===== src/sv/sorted_table_insert_delete_search_macros.svh =====
// Assertion macros used by the sorted table top level.
`ifndef SORTED_TABLE_INSERT_DELETE_SEARCH_MACROS_SVH
`define SORTED_TABLE_INSERT_DELETE_SEARCH_MACROS_SVH

// Check a condition at every clock edge outside reset.
`define STI_ASSERT_ALWAYS(label, cond, msg) \
    label: assert property (@(posedge clk) disable iff (!rst_n) (cond)) else $error(msg);

// Check that a consequence holds in the cycle after its trigger.
`define STI_ASSERT_NEXT(label, ante, cons, msg) \
    label: assert property (@(posedge clk) disable iff (!rst_n) (ante) |=> (cons)) \
        else $error(msg);

`endif


===== src/sv/sti_pkg.sv =====
// Package with sizes, codes and shared types of the sorted table.
`default_nettype none
package sti_pkg;

    localparam int DEPTH = 128;
    localparam int IDX_W = (DEPTH > 1) ? $clog2(DEPTH) : 1;
    localparam int CNT_W = $clog2(DEPTH + 1);
    localparam int VAL_W = 32;

    // Command codes
    localparam logic [1:0] CMD_INSERT = 2'd0;
    localparam logic [1:0] CMD_DELETE = 2'd1;
    localparam logic [1:0] CMD_QUERY  = 2'd2;

    // Status codes
    localparam logic [2:0] ST_INSERTED = 3'd0;
    localparam logic [2:0] ST_DELETED  = 3'd1;
    localparam logic [2:0] ST_FOUND    = 3'd2;
    localparam logic [2:0] ST_MISSING  = 3'd3;
    localparam logic [2:0] ST_FULL     = 3'd4;

    // Per-cycle control broadcast to every cell
    typedef struct packed {
        logic cmp_en;
        logic ins_en;
        logic del_en;
    } cell_ctrl_t;

    // Step result of the binary search unit
    typedef struct packed {
        logic             done;
        logic             found;
        logic [IDX_W-1:0] mid;
    } srch_res_t;

endpackage
`default_nettype wire


===== src/sv/sti_search.sv =====
// Binary search unit stepping over the compare flags of the cells.
`default_nettype none
module sti_search (
    input  wire                         clk,
    input  wire                         rst_n,
    input  wire                         start,
    input  wire [sti_pkg::CNT_W-1:0]    count,
    input  wire [sti_pkg::DEPTH-1:0]    lt_vec,
    input  wire [sti_pkg::DEPTH-1:0]    eq_vec,
    output sti_pkg::srch_res_t          res
);

    logic                      busy_reg;
    logic [sti_pkg::CNT_W-1:0] lo_reg;
    logic [sti_pkg::CNT_W-1:0] hix_reg;
    logic [sti_pkg::CNT_W:0]   sum;
    logic                      empty;

    // Take floor midpoint of lo and hi, hi kept as one past the end
    always_comb
    begin
        sum       = (sti_pkg::CNT_W + 1)'(lo_reg) + (sti_pkg::CNT_W + 1)'(hix_reg) - 1'b1;
        res.mid   = sum[sti_pkg::IDX_W:1];
        empty     = lo_reg >= hix_reg;
        res.found = busy_reg && !empty && eq_vec[res.mid];
        res.done  = busy_reg && (empty || eq_vec[res.mid]);
    end

    // Narrow the range one step per cycle
    always_ff @(posedge clk or negedge rst_n)
    begin
        if (!rst_n)
        begin
            busy_reg <= 1'b0;
            lo_reg   <= '0;
            hix_reg  <= '0;
        end
        else if (start)
        begin
            busy_reg <= 1'b1;
            lo_reg   <= '0;
            hix_reg  <= count;
        end
        else if (busy_reg)
        begin
            if (res.done)
            begin
                busy_reg <= 1'b0;
            end
            else if (lt_vec[res.mid])
            begin
                hix_reg <= sti_pkg::CNT_W'(res.mid);
            end
            else
            begin
                lo_reg <= sti_pkg::CNT_W'(res.mid) + 1'b1;
            end
        end
    end

endmodule
`default_nettype wire

===== config.mk =====
export PLATFORM = sky130hd
export DESIGN_NAME = sti_search
export DESIGN_NICKNAME = d
export VERILOG_FILES = /design/src/sv/sorted_table_insert_delete_search_macros.svh /design/src/sv/sti_pkg.sv /design/src/sv/sti_search.sv
export SDC_FILE = /design/constraint.sdc
export NUM_CORES = 1
export LEC_CHECK = 0
export BUFFER_PORTS_ARGS = -buffer_cell sky130_fd_sc_hd__buf_2
export CORE_AREA = 2 2 108 110
export CTS_BUF_LIST = sky130_fd_sc_hd__clkbuf_8
export CTS_CLUSTER_SIZE = 8
export DETAILED_ROUTE_END_ITERATION = 8
export DIE_AREA = 0 0 110 112
export PLACE_DENSITY_LB_ADDON = 0.1
export RECOVER_POWER = 25
export SYNTH_ARGS = -nofsm -noshare
export SYNTH_HDL_FRONTEND = slang
export SYNTH_SLANG_ARGS = --single-unit

===== constraint.sdc =====
create_clock -name clk -period 5.2 [get_ports clk]
set_input_delay 0.52 -clock clk [delete_from_list [all_inputs] [get_ports clk]]
set_output_delay 0.52 -clock clk [all_outputs]
set_load 0.1 [all_outputs]

* Word level (Yosys, flattened, before mapping)
Cells that the tools add are included.
** Cells by class
- Add/subtract/negate cells :: 3
- $lt $le $gt $ge :: 2
- Eq/ne operators :: 2
- Muxes and demuxes :: 15
- Reduce and logical (&&, ||, !) cells :: 9
** Operators with widths (count)
- 2-to-1 mux 8 bit :: 8
- binary-select mux 1 bit (select 7 bit) :: 2
- adder 7 x 1 -> 8 bit (second input constant) :: 1
- adder 8 bit :: 1
- greater-or-equal comparator 8 bit :: 1
- less-than comparator 7 x 8 -> 1 bit (second input constant) :: 1
- subtractor 8 x 1 -> 8 bit (second input constant) :: 1
- AND reduction 3 bit :: 2
- 2-to-1 mux 1 bit :: 5
- inequality test 2 bit (second input constant) :: 2
- nonzero test 2 bit :: 2
- logical AND 1 bit :: 3
- zero test 1 bit :: 1
- logical OR 1 bit :: 1
** Storage, ports and cells
- Bits in registers :: 17
- Word-level logic and storage cells :: 34

* Logic depth before layout (Yosys ltp)
Gate-level depths: netlist of run 1.
- Word-level depth :: 9
- Gate-level depth with buffers :: 18

* Worst setup path after synthesis of run 1
Ideal clock, no wire load.
- Path type :: flip-flop to output port
- Start point :: register lo_reg[1] (netlist name)
- End point :: output res[7] (netlist name)
- Data arrival time :: 4.666 ns
- Required time :: 4.680 ns
- Setup slack :: 0.014 ns
- Cell stages (with the launch flop) :: 14
- Path through :: dfrtp_1 -> inv_1 -> ha_1 -> inv_1 -> ha_1 -> fa_1 -> buf_2 -> mux4_2 -> mux2i_1 -> mux2i_1 -> a32o_1 -> or2_2 -> mux2i_1 -> nor2_1
** RTL lines
- start: declaration :: RTL line sti_search.sv:14 : logic [sti_pkg::CNT_W-1:0] lo_reg;
- start signal: assignment :: RTL line sti_search.sv:56 : lo_reg <= sti_pkg::CNT_W'(res.mid) + 1'b1;
- end: declaration :: RTL line sti_search.sv:10 : output sti_pkg::srch_res_t res

==> qor.csv, run 1 <==
stage;metric;value;unit
status;status;finished clean;
floorplan;fp-row-count;39;
grt;antenna_found_initial;1;
sta;setup_viol;0;
layout;layout-drive-gt1-share;55.2;%
sta;period_share;94.7;%
setup_path;cp-endpoint;res[8];
setup_path;rr_worst_depth;15;
synth;post-synth-top-area-cell;mux4_2;
setup_path;end_kind;output pin;
clocking;clock_path_buffers;2;
sta;worst_pin_slew;1.02;ns
synth;async_flop_share;100;%
placed_design;dpl.hpwl;13.7;mm
clocking;numCtsBuffers;3;
synth;ys_seq_area_share;10.8;%
placed_design;gp_congestion;0.880;
clocking;clockRootBuffer;clkbuf_8;
synth;syn_nets;643;
grt;grt_max_degree;31;
setup_path;regToRegSetupSlack;0.53;ns
routing;drtAntennaViolNets;0;
setup_path;timing.rr.end;hix_reg[4];
grt;track_usage;26.2;%
floorplan;start_util;35.1;%
floorplan;core;11200;um^2
placed_design;port-buffer-count;275;
synth;yosys-top-cells-count;mux2i_1 (40), mux4_2 (38), inv_1 (33);
setup_path;worstSetupPathType;reg -> out;
sta;clock.fmax;0.203;GHz
routing;drc;0;
sta;hold_violations;0;
synth;ys_seq_elements;17;
routing;vias;4156;
sta;fin_crit;4.93;ns
sta;fin_worst_skew;0.00702;ns
synth;ys_warn_count;0;
layout;area_delta_synth_final;38.2;%
floorplan;pin_count;276;
clocking;cts_hold_buf;0;
synth;synthCells;353;
sta;holdWs;0.404;ns
clocking;h-tree-depth;1;
synth;netlist_top_cells_area;mux4_2 (22%), mux4_1 (17%), dfrtp_1 (11%);
grt;grt_pass1_wl;24.2;mm
grt;grt_pass1_vias;4393;
synth;synth_most_common_cell;mux2i_1;
routing;drtPass1Iterations;4;
setup_path;worstPathMaxFanout;14;
setup_path;r2r_start;lo_reg[1];
clocking;clk-insertion-delay-late;0.26;ns
floorplan;die_area;12300;um^2
sta;slew_violations;0;
routing;vias_per_cell;5.48;
placed_design;dp_cells;752;
setup_path;cp_data_required_time;4.68;ns
sta;rsz0062_at_grt;false;
clocking;clk_pin_slew;0.08;ns
clocking;cts_tree;done;
routing;drt_iter0_drc;151;
sta;finalSetupTns;0;ns
synth;synth_cell_types;49;
floorplan;die_h;112;um
floorplan;die_w;110;um
flow_run;drv_cap;0;
synth;synth_ff_type;dfrtp_1;
setup_path;cp-start-kind;flip-flop;
layout;instances_no_fill;758;
synth;synth_top_cell_area_share;21.8;%
hold_path;holdCritPathClass;in -> async;
routing;wl;16.1;mm
grt;overflow;0;
routing;avgRoutedWirePerCell;21.2;um
clocking;cts_sinks;17;
sta;max-slew-margin-rel;31.7;%
layout;fin_nets;905;
synth;netlist_area;3920;um^2
synth;synth_edf_count;0;
setup_path;startpoint;lo_reg[1];
synth;syn_avg_cell_area;11.1;um^2
setup_path;worst_ep_arrival_time;4.41;ns
==> through the flow <==
stage	utilization, %	worst slack, ns	cell area, um^2
finish	48.5	0.273	5420
global route	48.5	0.0253	5420
CTS	48.4	0.121	5410
detailed placement	48.0	0.411	5360
global placement	48.0	0.452	5360
floorplan	-	0.0138	3920
==> worst min path at each step <==
stage | start | to
2_1_floorplan | rst_n | busy_reg
3_3_place_gp | rst_n | hix_reg[5]
3_5_place_dp | rst_n | hix_reg[5]
4_1_cts | rst_n | hix_reg[4]
5_1_grt | rst_n | hix_reg[5]
6_report | rst_n | hix_reg[5]
==> critical path, stage by stage (launching register included) <==
cell and delay (ns):
dfrtp_1 0.37, inv_1 0.05, ha_1 0.28, inv_1 0.07
ha_4 0.16, fa_4 0.98, buf_6 0.22, mux4_1 0.30
mux2i_1 0.20, mux2i_1 0.13, a32o_1 0.26, or2_2 0.28
mux2i_1 0.26, nand4b_1 0.12, and2_1 0.17, buf_2 0.28
==> logic make-up (layout without fill, tap and decap cells) <==
| group | Yosys count | count (layout) | share of synthesized area [%] |
|---|---|---|---|
| adders and majority gates | 23 | 23 | 7.53 |
| buffers and inverters | 63 | 324 | 9.31 |
| xor gates and xnor gates | 10 | 10 | 2.23 |
| other | 0 | 1 | 0 |
| muxes | 105 | 105 | 49.7 |
| AOI/OAI and AO/OA | 75 | 75 | 12.6 |
| DFF | 17 | 17 | 10.8 |
| and+or+nand+nor | 60 | 60 | 7.81 |
==> timing repair <==
action | in CTS | in global routing
buffers inserted | 0 | 1
gates resized for setup | 0 | 0
endpoints found under the setup margin | 0 | 1
==> layer usage <==
| metal | GRT usage, % | vias up | wire length [um] |
|---|---|---|---|
| li1 | - | 1946 | - |
| met1 | 35.0 | 2042 | 6590 |
| met2 | 44.4 | 152 | 8130 |
| met3 | 5.15 | 16 | 1190 |
| met4 | 4.30 | 0 | 183 |
| met5 | 0 | - | 0 |
==> layout by cell type (no fill, tap or decap), drive strengths merged, types with 2 or more instances in the layout <==
cell,instances
nor2,13
nor3,4
a21o,5
xnor2,5
ha,22
nand4b,3
nand2,22
a211oi,6
a32oi,5
a21oi,21
xor2,5
dfrtp,17
buf,285
and3,4
a32o,2
mux4,64
clkbuf,4
a31oi,5
mux2i,40
a2bb2oi,6
nand3,5
inv,34
o21ai,19
or2,2
==> cell type report <==
cell class / instances / area (um^2)
Multi-Input combinational cell: 273 / 3180
Timing Repair Buffer: 286 / 1460
Tap cell: 143 / 179
Clock inverter: 1 / 5.00
Clock buffer: 3 / 41.3
Inverter: 34 / 128
Sequential cell: 17 / 425
Fill cell: 1072 / 5750
Antenna cell: 1 / 2.50
Power of run 1 is not shown: default switching activity piles up to over one toggle a cycle in this logic, so the estimate is an artifact.
==> run 2: changes to the inputs <==
PLACE_DENSITY = 0.73   (was not set)
PLACE_DENSITY_LB_ADDON = not set   (was 0.1)
==> run 2 against run 1 <==
Worst hold slack lost 0.0095 ns. Cell count grew 0.40%. Non-clock buffer count shrank 1. Highest routed layer is now met5. First-iteration DRC count grew 65%.
==> qor.csv, run 2 (synthesis gave the netlist of run 1 again) <==
stage;metric;value;unit
layout;area_delta_synth_final;38.3;%
routing;avgRoutedWirePerCell;20.1;um
routing;drtPass1Iterations;4;
grt;track_usage;24.3;%
clocking;cts_sinks;17;
clocking;clock_path_buffers;2;
floorplan;die_w;110;um
sta;hold_violations;0;
clocking;numCtsBuffers;3;
clocking;cts_resized;0;
status;status;finished clean;
routing;drc;0;
setup_path;worst_path_max_delay_cell;fa_4;
sta;setup_viol;0;
clocking;h-tree-depth;1;
sta;worst_pin_slew;1.00;ns
setup_path;cp_data_required_time;4.68;ns
setup_path;worstSetupPathType;reg -> out;
placed_design;dpl.hpwl;13.0;mm
sta;clock.fmax;0.201;GHz
routing;drtAntennaViolNets;0;
floorplan;die_h;112;um
setup_path;cp_top_family;adder cells;
floorplan;fp-row-count;39;
clocking;clk-insertion-delay-late;0.26;ns
routing;drt_iter0_drc;249;
hold_path;holdCritPathClass;in -> async;
setup_path;rr_worst_depth;16;
routing;wl;15.3;mm
layout;ff_latch_area;425;um^2
grt;grt_pass1_wl;22.8;mm
sta;fin_worst_skew;0.00326;ns
placed_design;port-buffer-count;275;
setup_path;end_kind;output pin;
layout;layout_common_cells;buf_2 (274), mux2i_1 (40), mux4_2 (38);
sta;finalSetupTns;0;ns
sta;max-slew-margin-rel;33.0;%
sta;fin_crit;4.98;ns
floorplan;pin_count;276;
layout;fin_nets;904;
layout;filler_cell_count;1023;
grt;overflow;0;
setup_path;critPathMaxStageDelay;0.96;ns
clocking;cts_tree;done;
setup_path;critPathBufInv;4;
grt;grt_pass1_vias;4470;
routing;vias;4252;
setup_path;worstPathMaxFanout;14;
setup_path;crit_top_cell;mux2i_1;
layout;final_common_cell;buf_2;
clocking;clockRootBuffer;clkbuf_8;
floorplan;start_util;35.1;%
sta;rsz0062_at_grt;false;
layout;fin_util;48.6;%
setup_path;worst_ep_arrival_time;4.46;ns
sta;period_share;95.7;%
placed_design;gp_congestion;0.995;
setup_path;cp-start-kind;flip-flop;
sta;slew_violations;0;
setup_path;timing.rr.end;hix_reg[4];
flow_run;drv_cap;0;
setup_path;regToRegSetupSlack;0.58;ns
clocking;clk_pin_slew;0.07;ns
setup_path;r2r_start;lo_reg[1];
grt;grt_max_degree;35;
layout;layout-drive-gt1-share;55.1;%
grt;antenna_found_initial;8;
floorplan;die_area;12300;um^2
floorplan;core;11200;um^2
routing;vias_per_cell;5.59;
layout;multi_input_area;3180;um^2
setup_path;crit_chain;inv_1 -> ha_1 -> inv_1 -> ha_4 -> fa_4 -> buf_8 -> mux4_2 -> mux2i_1 -> mux2i_1 -> a32oi_1 -> nand2_1 -> mux2i_1 -> nand4b_1 -> and2_1 -> buf_2;
## run 2: cell count changes in the layout (fill, tap and decap cells not counted)
| cell | change |
|---|---|
| buf_8 | +1 |
| buf_4 | -1 |
| buf_6 | -1 |
| diode_2 | +4 |
## run 2: per-layer routing
layer	global-route usage, %	part of all wire (%)
met5	0	0.11
met4	10.2	3.3
met3	3.86	5.7
met2	42.7	53
met1	28.8	38
## run 2: cell type report
cell class                      count  area share [%]
Antenna cell                        5           0.231
Clock buffer                        3           0.761
Clock inverter                      1          0.0922
Inverter                           34            2.35
Multi-Input combinational cell    273            58.6
Sequential cell                    17            7.84
Tap cell                          143            3.30
Timing Repair Buffer              285            26.9
## run 2: how the worst max path moves through the flow
stage / start / cells past startpoint / end
floorplan: lo_reg[1] / 13 / res[7]
global placement: lo_reg[1] / 14 / res[8]
detailed placement: lo_reg[1] / 14 / res[8]
CTS: lo_reg[1] / 14 / res[8]
global route: lo_reg[1] / 14 / res[8]
finish: lo_reg[1] / 15 / res[8]
## run 2: through the flow
step | worst slack (ns) | instance area [um^2] | hold WS (ns) | cells
after floorplan | 0.0138 | 3920 | 0.224 | 353
after global placement | 0.374 | 5360 | 0.461 | 751
after detailed placement | 0.319 | 5360 | 0.466 | 751
after CTS | 0.0559 | 5400 | 0.191 | 755
after global routing | 0.0389 | 5430 | 0.440 | 761
final | 0.224 | 5430 | 0.394 | 761
## run 2: what timing repair did
item / 4_1_cts / 5_1_grt
setup buffers: 0 / 1
endpoints found under the setup margin: 0 / 2
hold buffers: 0 / 0
endpoints found under the hold margin: 0 / 0
Power of run 2 is left out for the same reason.
