`src/sv/sorted_table_insert_delete_search_macros.svh`:
```
// Assertion macros used by the sorted table top level.
`ifndef SORTED_TABLE_INSERT_DELETE_SEARCH_MACROS_SVH
`define SORTED_TABLE_INSERT_DELETE_SEARCH_MACROS_SVH

// Check a condition at every clock edge outside reset.
`define STI_ASSERT_ALWAYS(label, cond, msg) \
    label: assert property (@(posedge clk) disable iff (!rst_n) (cond)) else $error(msg);

// Check that a consequence holds in the cycle after its trigger.
`define STI_ASSERT_NEXT(label, ante, cons, msg) \
    label: assert property (@(posedge clk) disable iff (!rst_n) (ante) |=> (cons)) \
        else $error(msg);

`endif

```
`src/sv/sti_pkg.sv`:
```
// Package with sizes, codes and shared types of the sorted table.
`default_nettype none
package sti_pkg;

    localparam int DEPTH = 128;
    localparam int IDX_W = (DEPTH > 1) ? $clog2(DEPTH) : 1;
    localparam int CNT_W = $clog2(DEPTH + 1);
    localparam int VAL_W = 32;

    // Command codes
    localparam logic [1:0] CMD_INSERT = 2'd0;
    localparam logic [1:0] CMD_DELETE = 2'd1;
    localparam logic [1:0] CMD_QUERY  = 2'd2;

    // Status codes
    localparam logic [2:0] ST_INSERTED = 3'd0;
    localparam logic [2:0] ST_DELETED  = 3'd1;
    localparam logic [2:0] ST_FOUND    = 3'd2;
    localparam logic [2:0] ST_MISSING  = 3'd3;
    localparam logic [2:0] ST_FULL     = 3'd4;

    // Per-cycle control broadcast to every cell
    typedef struct packed {
        logic cmp_en;
        logic ins_en;
        logic del_en;
    } cell_ctrl_t;

    // Step result of the binary search unit
    typedef struct packed {
        logic             done;
        logic             found;
        logic [IDX_W-1:0] mid;
    } srch_res_t;

endpackage
`default_nettype wire

```
`src/sv/sti_cell.sv`:
```
// One table cell: holds an entry, compares it and shifts with its neighbors.
`default_nettype none
module sti_cell (
    input  wire                              clk,
    input  wire sti_pkg::cell_ctrl_t         ctrl,
    input  wire logic signed [sti_pkg::VAL_W-1:0] value,
    input  wire                              valid,
    input  wire logic signed [sti_pkg::VAL_W-1:0] left_entry,
    input  wire logic signed [sti_pkg::VAL_W-1:0] right_entry,
    input  wire                              left_le,
    input  wire                              left_eq,
    output logic signed [sti_pkg::VAL_W-1:0] entry,
    output logic                             le,
    output logic                             eq,
    output logic                             lt,
    output logic                             ins_hot,
    output logic                             del_hot
);

    logic signed [sti_pkg::VAL_W-1:0] entry_reg;
    logic                             lt_reg;
    logic                             eq_reg;
    logic                             le_reg;
    logic                             ge;

    // Mark insert point, first equal entry and shift region
    always_comb
    begin
        ins_hot = left_le && !le_reg;
        del_hot = eq_reg && !left_eq;
        ge      = lt_reg || eq_reg;
    end

    // Latch compare flags against the current word
    always_ff @(posedge clk)
    begin
        if (ctrl.cmp_en)
        begin
            lt_reg <= value < entry_reg;
            eq_reg <= valid && (value == entry_reg);
            le_reg <= valid && !(value < entry_reg);
        end
    end

    // Load the new value, take from the left on insert, from the right on delete
    always_ff @(posedge clk)
    begin
        if (ctrl.ins_en)
        begin
            if (ins_hot)
            begin
                entry_reg <= value;
            end
            else if (!left_le)
            begin
                entry_reg <= left_entry;
            end
        end
        else if (ctrl.del_en && ge)
        begin
            entry_reg <= right_entry;
        end
    end

    assign entry = entry_reg;
    assign le    = le_reg;
    assign eq    = eq_reg;
    assign lt    = lt_reg;

endmodule
`default_nettype wire

```
`config.mk`:
```
export PLATFORM = sky130hd
export DESIGN_NAME = sti_cell
export DESIGN_NICKNAME = d
export VERILOG_FILES = /design/src/sv/sorted_table_insert_delete_search_macros.svh /design/src/sv/sti_pkg.sv /design/src/sv/sti_cell.sv
export SDC_FILE = /design/constraint.sdc
export NUM_CORES = 1
export LEC_CHECK = 0
export BUFFER_PORTS_ARGS = -buffer_cell sky130_fd_sc_hd__buf_2
export CAP_MARGIN = 20
export CELL_PAD_IN_SITES_DETAIL_PLACEMENT = 0
export CELL_PAD_IN_SITES_GLOBAL_PLACEMENT = 1
export CORE_MARGIN = 3
export CORE_UTILIZATION = 35
export DETAILED_ROUTE_END_ITERATION = 8
export HOLD_SLACK_MARGIN = 0.03
export PLACE_DENSITY_LB_ADDON = 0.1
export SLEW_MARGIN = 10
export SYNTH_ARGS = -nofsm -noshare
export SYNTH_HDL_FRONTEND = slang
export SYNTH_SLANG_ARGS = --single-unit
```
`constraint.sdc`:
```
create_clock -name clk -period 7 [get_ports clk]
set_input_delay 0.7 -clock clk [delete_from_list [all_inputs] [get_ports clk]]
set_output_delay 0.7 -clock clk [all_outputs]
set_load 0.02 [all_outputs]
```
After elaboration in Yosys (flattened, before gate mapping)
Cells that the tools add are included.
{"block": "word_totals", "ff_bits": 35, "wordCells": 22}
{"block": "classes", "n_lt_le_gt_ge": 1, "n_eq_ne": 2, "muxes": 4, "reduce_logical": 11}
{"cell": "$mux W32", "count": 4}
{"cell": "$eq A32 B32 Y1", "count": 1}
{"cell": "$lt A32 B32 Y1", "count": 1}
{"cell": "$logic_and A1 B1 Y1", "count": 5}
{"cell": "$logic_not A1 Y1", "count": 3}
{"cell": "$ne A3 B2 Y1 const B", "count": 1}
{"cell": "$reduce_and A2 Y1", "count": 1}
{"cell": "$reduce_bool A2 Y1", "count": 1}
{"cell": "$logic_or A1 B1 Y1", "count": 1}

Logic depth before layout (Yosys ltp)
Gate-level depths: netlist of the first run.
{"block": "logic_depth", "word_depth": 4, "mapped_depth": 8, "ltp_nobuf": 8}

Worst setup path after synthesis of the first run
OpenSTA, ideal clock, no wires.
{"block": "synth_path", "path_kind": "input -> register", "from": "input ctrl[1] (netlist name)", "to": "register entry_reg, in the netlist entry[0] (enable)", "setup_ns": 0.466, "t_arrival_ns": 3.412, "required_time_ns": 6.534, "path_slack_ns": 3.123, "cell_stages": 3, "path_buffers": 2, "cell_sequence": "clkbuf_1 -> clkbuf_1 -> o21ai_0"}
{"block": "synth_via", "elab_chain_cells": 2}
{"element": "start, declared", "line": "sti_cell.sv:5", "rtl": "input wire sti_pkg::cell_ctrl_t ctrl,"}
{"element": "$ne A3 B2 Y1 (no line) / $reduce_bool A2 Y1 (equally long branches)"}
{"element": "$reduce_and A2 Y1 (no line) (*)"}
{"element": "end signal, assigned", "line": "sti_cell.sv:52", "rtl": "entry_reg <= value;"}
{"element": "end signal, assigned", "line": "sti_cell.sv:56", "rtl": "entry_reg <= left_entry;"}
{"element": "end signal, assigned", "line": "sti_cell.sv:61", "rtl": "entry_reg <= right_entry;"}
{"element": "end, declared", "line": "sti_cell.sv:20", "rtl": "logic signed [sti_pkg::VAL_W-1:0] entry_reg;"}
Every way passes the cells marked *; elsewhere a longest branch is shown, timed or not.
A chain may end at the register's enable or synchronous reset.

Worst setup path in the final report of the first run
{"block": "layout_path", "from": "input value[18] (netlist name)", "to": "register le_reg (netlist: le) (data pin)"}
{"block": "layout_via", "elab_chain_cells": 3}
{"element": "start, declared", "line": "sti_cell.sv:6", "rtl": "input wire logic signed [sti_pkg::VAL_W-1:0] value,"}
{"element": "$lt A32 B32 Y1", "line": "sti_cell.sv:41", "rtl": "le_reg <= valid && !(value < entry_reg);"}
{"element": "$logic_not A1 Y1", "line": "sti_cell.sv:41"}
{"element": "$logic_and A1 B1 Y1", "line": "sti_cell.sv:41"}
{"element": "end signal, assigned", "line": "sti_cell.sv:41"}
{"element": "end, declared", "line": "sti_cell.sv:23", "rtl": "logic le_reg;"}
No other way between the ends.

==> key figures, run 1 <==
Detailed routing
  • Initial DRC count: 40
  • DR WL/cell: 13.6 µm
  • Routed Antenna Nets: 0
  • Drt total wl: 6770 µm
  • Vias: 2344
  • Remaining DRCs: 0
  • 1st-pass router iterations: 4
  • Post-DR vias/cell: 4.71

Timing
  • Final Critical Period: 2.65 ns
  • Crit share post-route: 0.378
  • Final hold vios: 0
  • Achievable Freq: 0.378 GHz
  • Clock Skew: 0.00758 ns
  • Final setup viols: 0
  • RSZ-0062 raised after global routing: false
  • Final slew viol count: 0
  • Slew HR: 0.551
  • Fin Setup TNS: 0 ns
  • Slew @ Worst Pin: 0.674 ns

CTS
  • Hold Buf Count CTS: 0
  • CTS clk-pin slew, worst paths: 0.07 ns
  • Num CTS Buffers: 5
  • Max H-tree Level: 2
  • TritonCTS clock tree: done
  • Setup bufs post-CTS: 0
  • Clk sinks: 35
  • Bufs on Longest Clock Path: 2
  • Worst-skew pair later-pin latency: 0.28 ns
  • # resized after CTS: 0
  • Root Buffer Master: clkbuf_8

Placement
  • Port buffer count: 139
  • GP Congestion: 0.731
  • Detail Placement HPWL: 5360 µm
  • Cells after DPL: 490

Critical path
  • CP Data Arrival Time: 2.68 ns
  • Max stage delay cell, worst path: a2111o_1
  • Crit path launch type: primary input
  • Critical path type: in -> reg
  • Most Frequent Cell on Critical Path: a221o_1
  • CP Max Fanout: 2
  • Crit path required time: 7.04 ns
  • CP cell instances: buf_2, ha_1, a21o_1, a221o_1, a221o_1, a2111o_1, a31oi_4, mux2i_1
  • Worst Setup End Kind: flop
  • Slowest stage delay, CP: 0.45 ns

Global route
  • First-pass GRT wire length: 10600 µm
  • Initial antenna violation count: 0
  • Number of global-route vias before repair: 2315
  • Largest net degree at the start of global routing: 67
  • Total gr overflow: 0
  • Total track usage: 0.160

Logic synthesis
  • Synth area leaders: edfxtp_1 41%, ha_1 16%, mux2i_1 13%
  • Syn Std Cell Area: 2570 µm²
  • Register area share after synthesis: 0.408
  • Top cell type's share of synthesized area: 0.408
  • Yosys warning total: 0
  • FF+latch count, synth: 35
  • Cell variety after synth: 27
  • Leading area contributor after synthesis: edfxtp_1
  • Synthesized Nets: 398
  • Mean post-synth cell area: 9.79 µm²
  • Mapped Cells: 263

Finish
  • Area occupied by multi-input gates: 1380 µm²
  • Fin cells: 498
  • Max FFs per register: 32
  • Register area: 1050 µm²
  • P&R area growth vs syn: 35.6%
  • Total inserted antenna cells: 0
  • Commonest non-fill, non-tap cell in the layout: buf_2
  • Fillers: 672
  • Nets: 536
  • Most frequent cells in the layout: 139 x buf_2, 43 x a21oi_1, 35 x nor2_1, 35 x edfxtp_1, 33 x mux2i_1
  • Final Util: 0.503
  • Share of layout cells above drive strength 1: 0.381

Pwr
  • Pwr dens: 177 nW/µm²
  • VDD IR max: 0.0000657 V
  • P_leak: 1.77 nW

Die
  • Full die area: 8420 µm²
  • Standard-cell row count: 30
  • Initial core utilization: 0.371
  • IO Count: 140
  • Std-Cell Core Area: 6940 µm²
  • Die outline height: 91.8 µm
  • Die width: 91.8 µm

Run status
  • Status: complete, no violations

Job
  • Max-Cap Viols: 0

Worst hold path
  • HP Class: in -> reg
through the flow:
stage          setup WS [ns]  power (mW)  hold WS [ns]  instance area [µm²]
2_1_floorplan           3.12       0.401         0.812                 2570
3_3_place_gp            4.05       0.477         0.885                 3380
3_5_place_dp            4.03       0.484         0.915                 3410
4_1_cts                 4.35       0.632         0.640                 3490
5_1_grt                 4.27       0.664         0.647                 3490
6_report                4.35       0.618         0.653                 3490
layout make-up:
class,count,share of cell area
clock inverters,2,0.00215
inverters,32,0.0344
clock buffers,6,0.0208
well taps,96,0.0344
flip-flops and latches,35,0.301
multi-input cells,185,0.396
repair buffers,142,0.211
where the power goes:
| group | switching, mW | internal [mW] | total (mW) |
|---|---|---|---|
| logic | 0.115 | 0.0899 | 0.205 |
| clock network | 0.0741 | 0.0680 | 0.142 |
| registers | 0.0106 | 0.260 | 0.270 |
| total | 0.200 | 0.418 | 0.618 |
kinds of logic (layout without fill, tap and decap cells):
group / after synthesis / count (layout) / synth area share
buf+inv: 43 / 182 / 0.0627
simple gates: 62 / 62 / 0.112
flops: 35 / 35 / 0.408
xor+xnor: 1 / 1 / 0.00340
mux: 33 / 33 / 0.128
fa+ha+maj: 32 / 32 / 0.155
compound gates: 57 / 57 / 0.130
critical path, delay by kind of cell:
family	cells	cell delay [ns]
buffers and inverters	1	0.11
multiplexers	1	0.09
adder cells (fa/ha/maj)	1	0.30
AO/OA/AOI/OAI	5	1.48
Yosys cell counts:
| cell type | count |
|---|---|
| and4_1 | 1 |
| a21o_1 | 4 |
| or4b_2 | 1 |
| buf_1 | 1 |
| nand2b_1 | 1 |
| nand4_1 | 4 |
| and3_1 | 1 |
| mux2i_1 | 33 |
| and4_2 | 1 |
| edfxtp_1 | 35 |
| clkbuf_1 | 10 |
| nor2b_1 | 4 |
| xnor2_1 | 1 |
| inv_1 | 32 |
| nand2_1 | 7 |
| a21oi_1 | 43 |
| nor2_1 | 35 |
| o21ai_0 | 3 |
| ha_1 | 32 |
| and3_2 | 1 |
| a31oi_4 | 1 |
| a21boi_0 | 2 |
| nand3_1 | 5 |
| o21bai_1 | 1 |
| a2111o_1 | 1 |
| nor4_1 | 1 |
| a221o_1 | 2 |
layer usage:
metal	wire [µm]	part of all wire	vias to the layer above	global-route usage
met1	2790	0.41	1040	0.183
li1	-	-	1220	-
met5	0	0	-	0
met4	92	0.014	0	0.0483
met2	3330	0.49	76	0.286
met3	551	0.081	8	0.0476
final timing paths:
| kind | from | end | slack, ns | cells past startpoint |
|---|---|---|---|---|
| max | value[18] | le$_DFFE_PP_ | 4.35 | 8 |
| min reg2reg | entry[31]$_DFFE_PP_ | lt$_DFFE_PP_ | 0.93 | 3 |
| max reg2reg | entry[18]$_DFFE_PP_ | le$_DFFE_PP_ | 4.48 | 8 |
| min | ctrl[2] | eq$_DFFE_PP_ | 0.65 | 1 |
(Power assumes the default switching activity.)
==> run 2, diff against run 1 <==
--- a/config.mk
+++ b/config.mk
@@ -10,7 +10,7 @@
 export CELL_PAD_IN_SITES_DETAIL_PLACEMENT = 0
 export CELL_PAD_IN_SITES_GLOBAL_PLACEMENT = 1
 export CORE_MARGIN = 3
-export CORE_UTILIZATION = 35
+export CORE_UTILIZATION = 32
 export DETAILED_ROUTE_END_ITERATION = 8
 export HOLD_SLACK_MARGIN = 0.03
 export PLACE_DENSITY_LB_ADDON = 0.1
==> constraint.sdc (replaced) <==
create_clock -name clk -period 2.5 [get_ports clk]
set_input_delay 0.25 -clock clk [delete_from_list [all_inputs] [get_ports clk]]
set_output_delay 0.25 -clock clk [all_outputs]
set_load 0.02 [all_outputs]
==> run 2 against run 1 <==
  * Setup slack worse by 4.3 ns
  * Combinational power grew to 2.8 times the previous value
  * Flip-flop and latch count did not move
  * Total power rose to 2.8 times the previous value
  * Via count shrank 0.21%
  * Critical endpoint unchanged
  * Largest power group unchanged
==> key figures, run 2 (synthesized netlist as in run 1, its figures left out) <==
Critical path
  • Worst R2R Start: entry[17]$_DFFE_PP_
  • Worst R2R Path Depth: 8
  • Crit path launch type: flop
  • Critical path type: reg -> reg
  • Setup crit start: entry[17]$_DFFE_PP_
  • Crit path required time: 2.54 ns
  • Worst Setup End Kind: flop
  • CP Max Fanout: 2
  • CP Data Arrival Time: 2.45 ns

Finish
  • Share of layout cells above drive strength 1: 0.399
  • Nets: 537
  • Max FFs per register: 32
  • Fillers: 791
  • Fin cells: 503
  • Most frequent cells in the layout: 139 x buf_2, 43 x a21oi_1, 35 x nor2_1, 35 x edfxtp_1, 33 x mux2i_1
  • P&R area growth vs syn: 37.0%
  • Total inserted antenna cells: 0
  • Commonest non-fill, non-tap cell in the layout: buf_2

Worst hold path
  • HP Class: in -> reg
  • Min-Delay Path Depth: 1
  • Hold_sp: ctrl[2]

Pwr
  • P_leak: 1.77 nW
  • PnR Total Power: 1.72 mW
  • VDD IR max: 0.000175 V
  • Pwr dens: 489 nW/µm²

Job
  • Max-Cap Viols: 0

Timing
  • Achievable Freq: 0.415 GHz
  • Slew @ Worst Pin: 0.637 ns
  • Final slew viol count: 0
  • Slew HR: 0.575
  • Crit share post-route: 0.963
  • Final Critical Period: 2.41 ns
  • Clock Skew: 0.00251 ns
  • Fin Setup TNS: 0 ns
  • RSZ-0062 raised after global routing: true
  • Final setup viols: 0
  • Final hold vios: 0

Placement
  • Port buffer count: 139
  • GP Congestion: 0.751
  • Detail Placement HPWL: 5470 µm
  • Cells after DPL: 497

Detailed routing
  • DR WL/cell: 13.4 µm
  • Routed Antenna Nets: 0
  • Vias: 2339
  • Post-DR vias/cell: 4.65
  • Drt total wl: 6730 µm
  • Remaining DRCs: 0
  • 1st-pass router iterations: 4
  • Initial DRC count: 53

CTS
  • Hold Buf Count CTS: 0
  • Worst-skew pair later-pin latency: 0.28 ns
  • TritonCTS clock tree: done
  • Root Buffer Master: clkbuf_8
  • Num CTS Buffers: 5
  • CTS clk-pin slew, worst paths: 0.07 ns
  • Max H-tree Level: 2
  • Bufs on Longest Clock Path: 2
  • Clk sinks: 35
  • Setup bufs post-CTS: 0

Global route
  • Initial antenna violation count: 1
  • Total track usage: 0.147
  • First-pass GRT wire length: 10300 µm
  • Number of global-route vias before repair: 2136
  • Total gr overflow: 0
  • Largest net degree at the start of global routing: 65

Die
  • Standard-cell row count: 32
  • Std-Cell Core Area: 7770 µm²
  • Full die area: 9160 µm²
  • Die width: 95.7 µm
  • Die outline height: 95.7 µm
  • IO Count: 140
  • Initial core utilization: 0.332

Run status
  • Status: complete, no violations
## run 2: cell types whose count changed in the layout (fill, tap and decap cells not counted), sizes merged
cell	before	now
buf	142	143
clkinv	2	0
## run 2: layout make-up
cell class | count | area, µm² | share of cell area
Multi-Input combinational cell | 185 | 1420 | 0.402
Sequential cell | 35 | 1050 | 0.298
Timing Repair Buffer | 143 | 738 | 0.209
Tap cell | 102 | 128 | 0.0362
Inverter | 32 | 120 | 0.0341
Clock buffer | 6 | 72.6 | 0.0206
## run 2: power breakdown
part           switching, mW  leakage [nW]  internal, mW  total [mW]
Combinational          0.327          1.39         0.256       0.583
Clock                  0.200        0.0371         0.186       0.386
Sequential            0.0277         0.338         0.728       0.755
## run 2: metrics by stage
| step | setup slack, ns | hold slack (ns) | instance area [µm²] | util |
|---|---|---|---|---|
| after floorplan | 0.00525 | 0.362 | 2580 | - |
| after global placement | 0.0300 | 0.493 | 3420 | 0.440 |
| after detailed placement | -0.00890 | 0.495 | 3420 | 0.440 |
| after CTS | 0.00209 | 0.194 | 3500 | 0.450 |
| after global routing | -0.00836 | 0.194 | 3530 | 0.454 |
| final | 0.0919 | 0.204 | 3530 | 0.454 |
## run 2: worst paths after layout
check	end	slack (ns)
setup / recovery	le$_DFFE_PP_	0.09
hold reg to reg	lt$_DFFE_PP_	0.89
setup reg to reg	le$_DFFE_PP_	0.09
hold / removal	le$_DFFE_PP_	0.20
## run 2: worst max-delay path, stage by stage, from the launching register on
cell and delay, ns:
edfxtp_1 0.38, inv_1 0.06, ha_1 0.22, and3_4 0.18
a221o_1 0.29, a221o_1 0.33, a2111o_1 0.41, a31oi_4 0.19
mux2i_1 0.09
## run 2: metal layers
| metal | routed length [µm] | share of wire | up-vias | global-route usage |
|---|---|---|---|---|
| met5 | 7 | 0.0010 | - | 0 |
| met4 | 65 | 0.0097 | 2 | 0.0355 |
| met3 | 603 | 0.090 | 7 | 0.0469 |
| met2 | 3160 | 0.47 | 83 | 0.241 |
| met1 | 2900 | 0.43 | 1028 | 0.188 |
| li1 | - | - | 1219 | - |
## run 2: what timing repair did
item,4_1_cts,5_1_grt
resized for setup,1,5
pin swaps,3,2
setup endpoints to repair,1,2
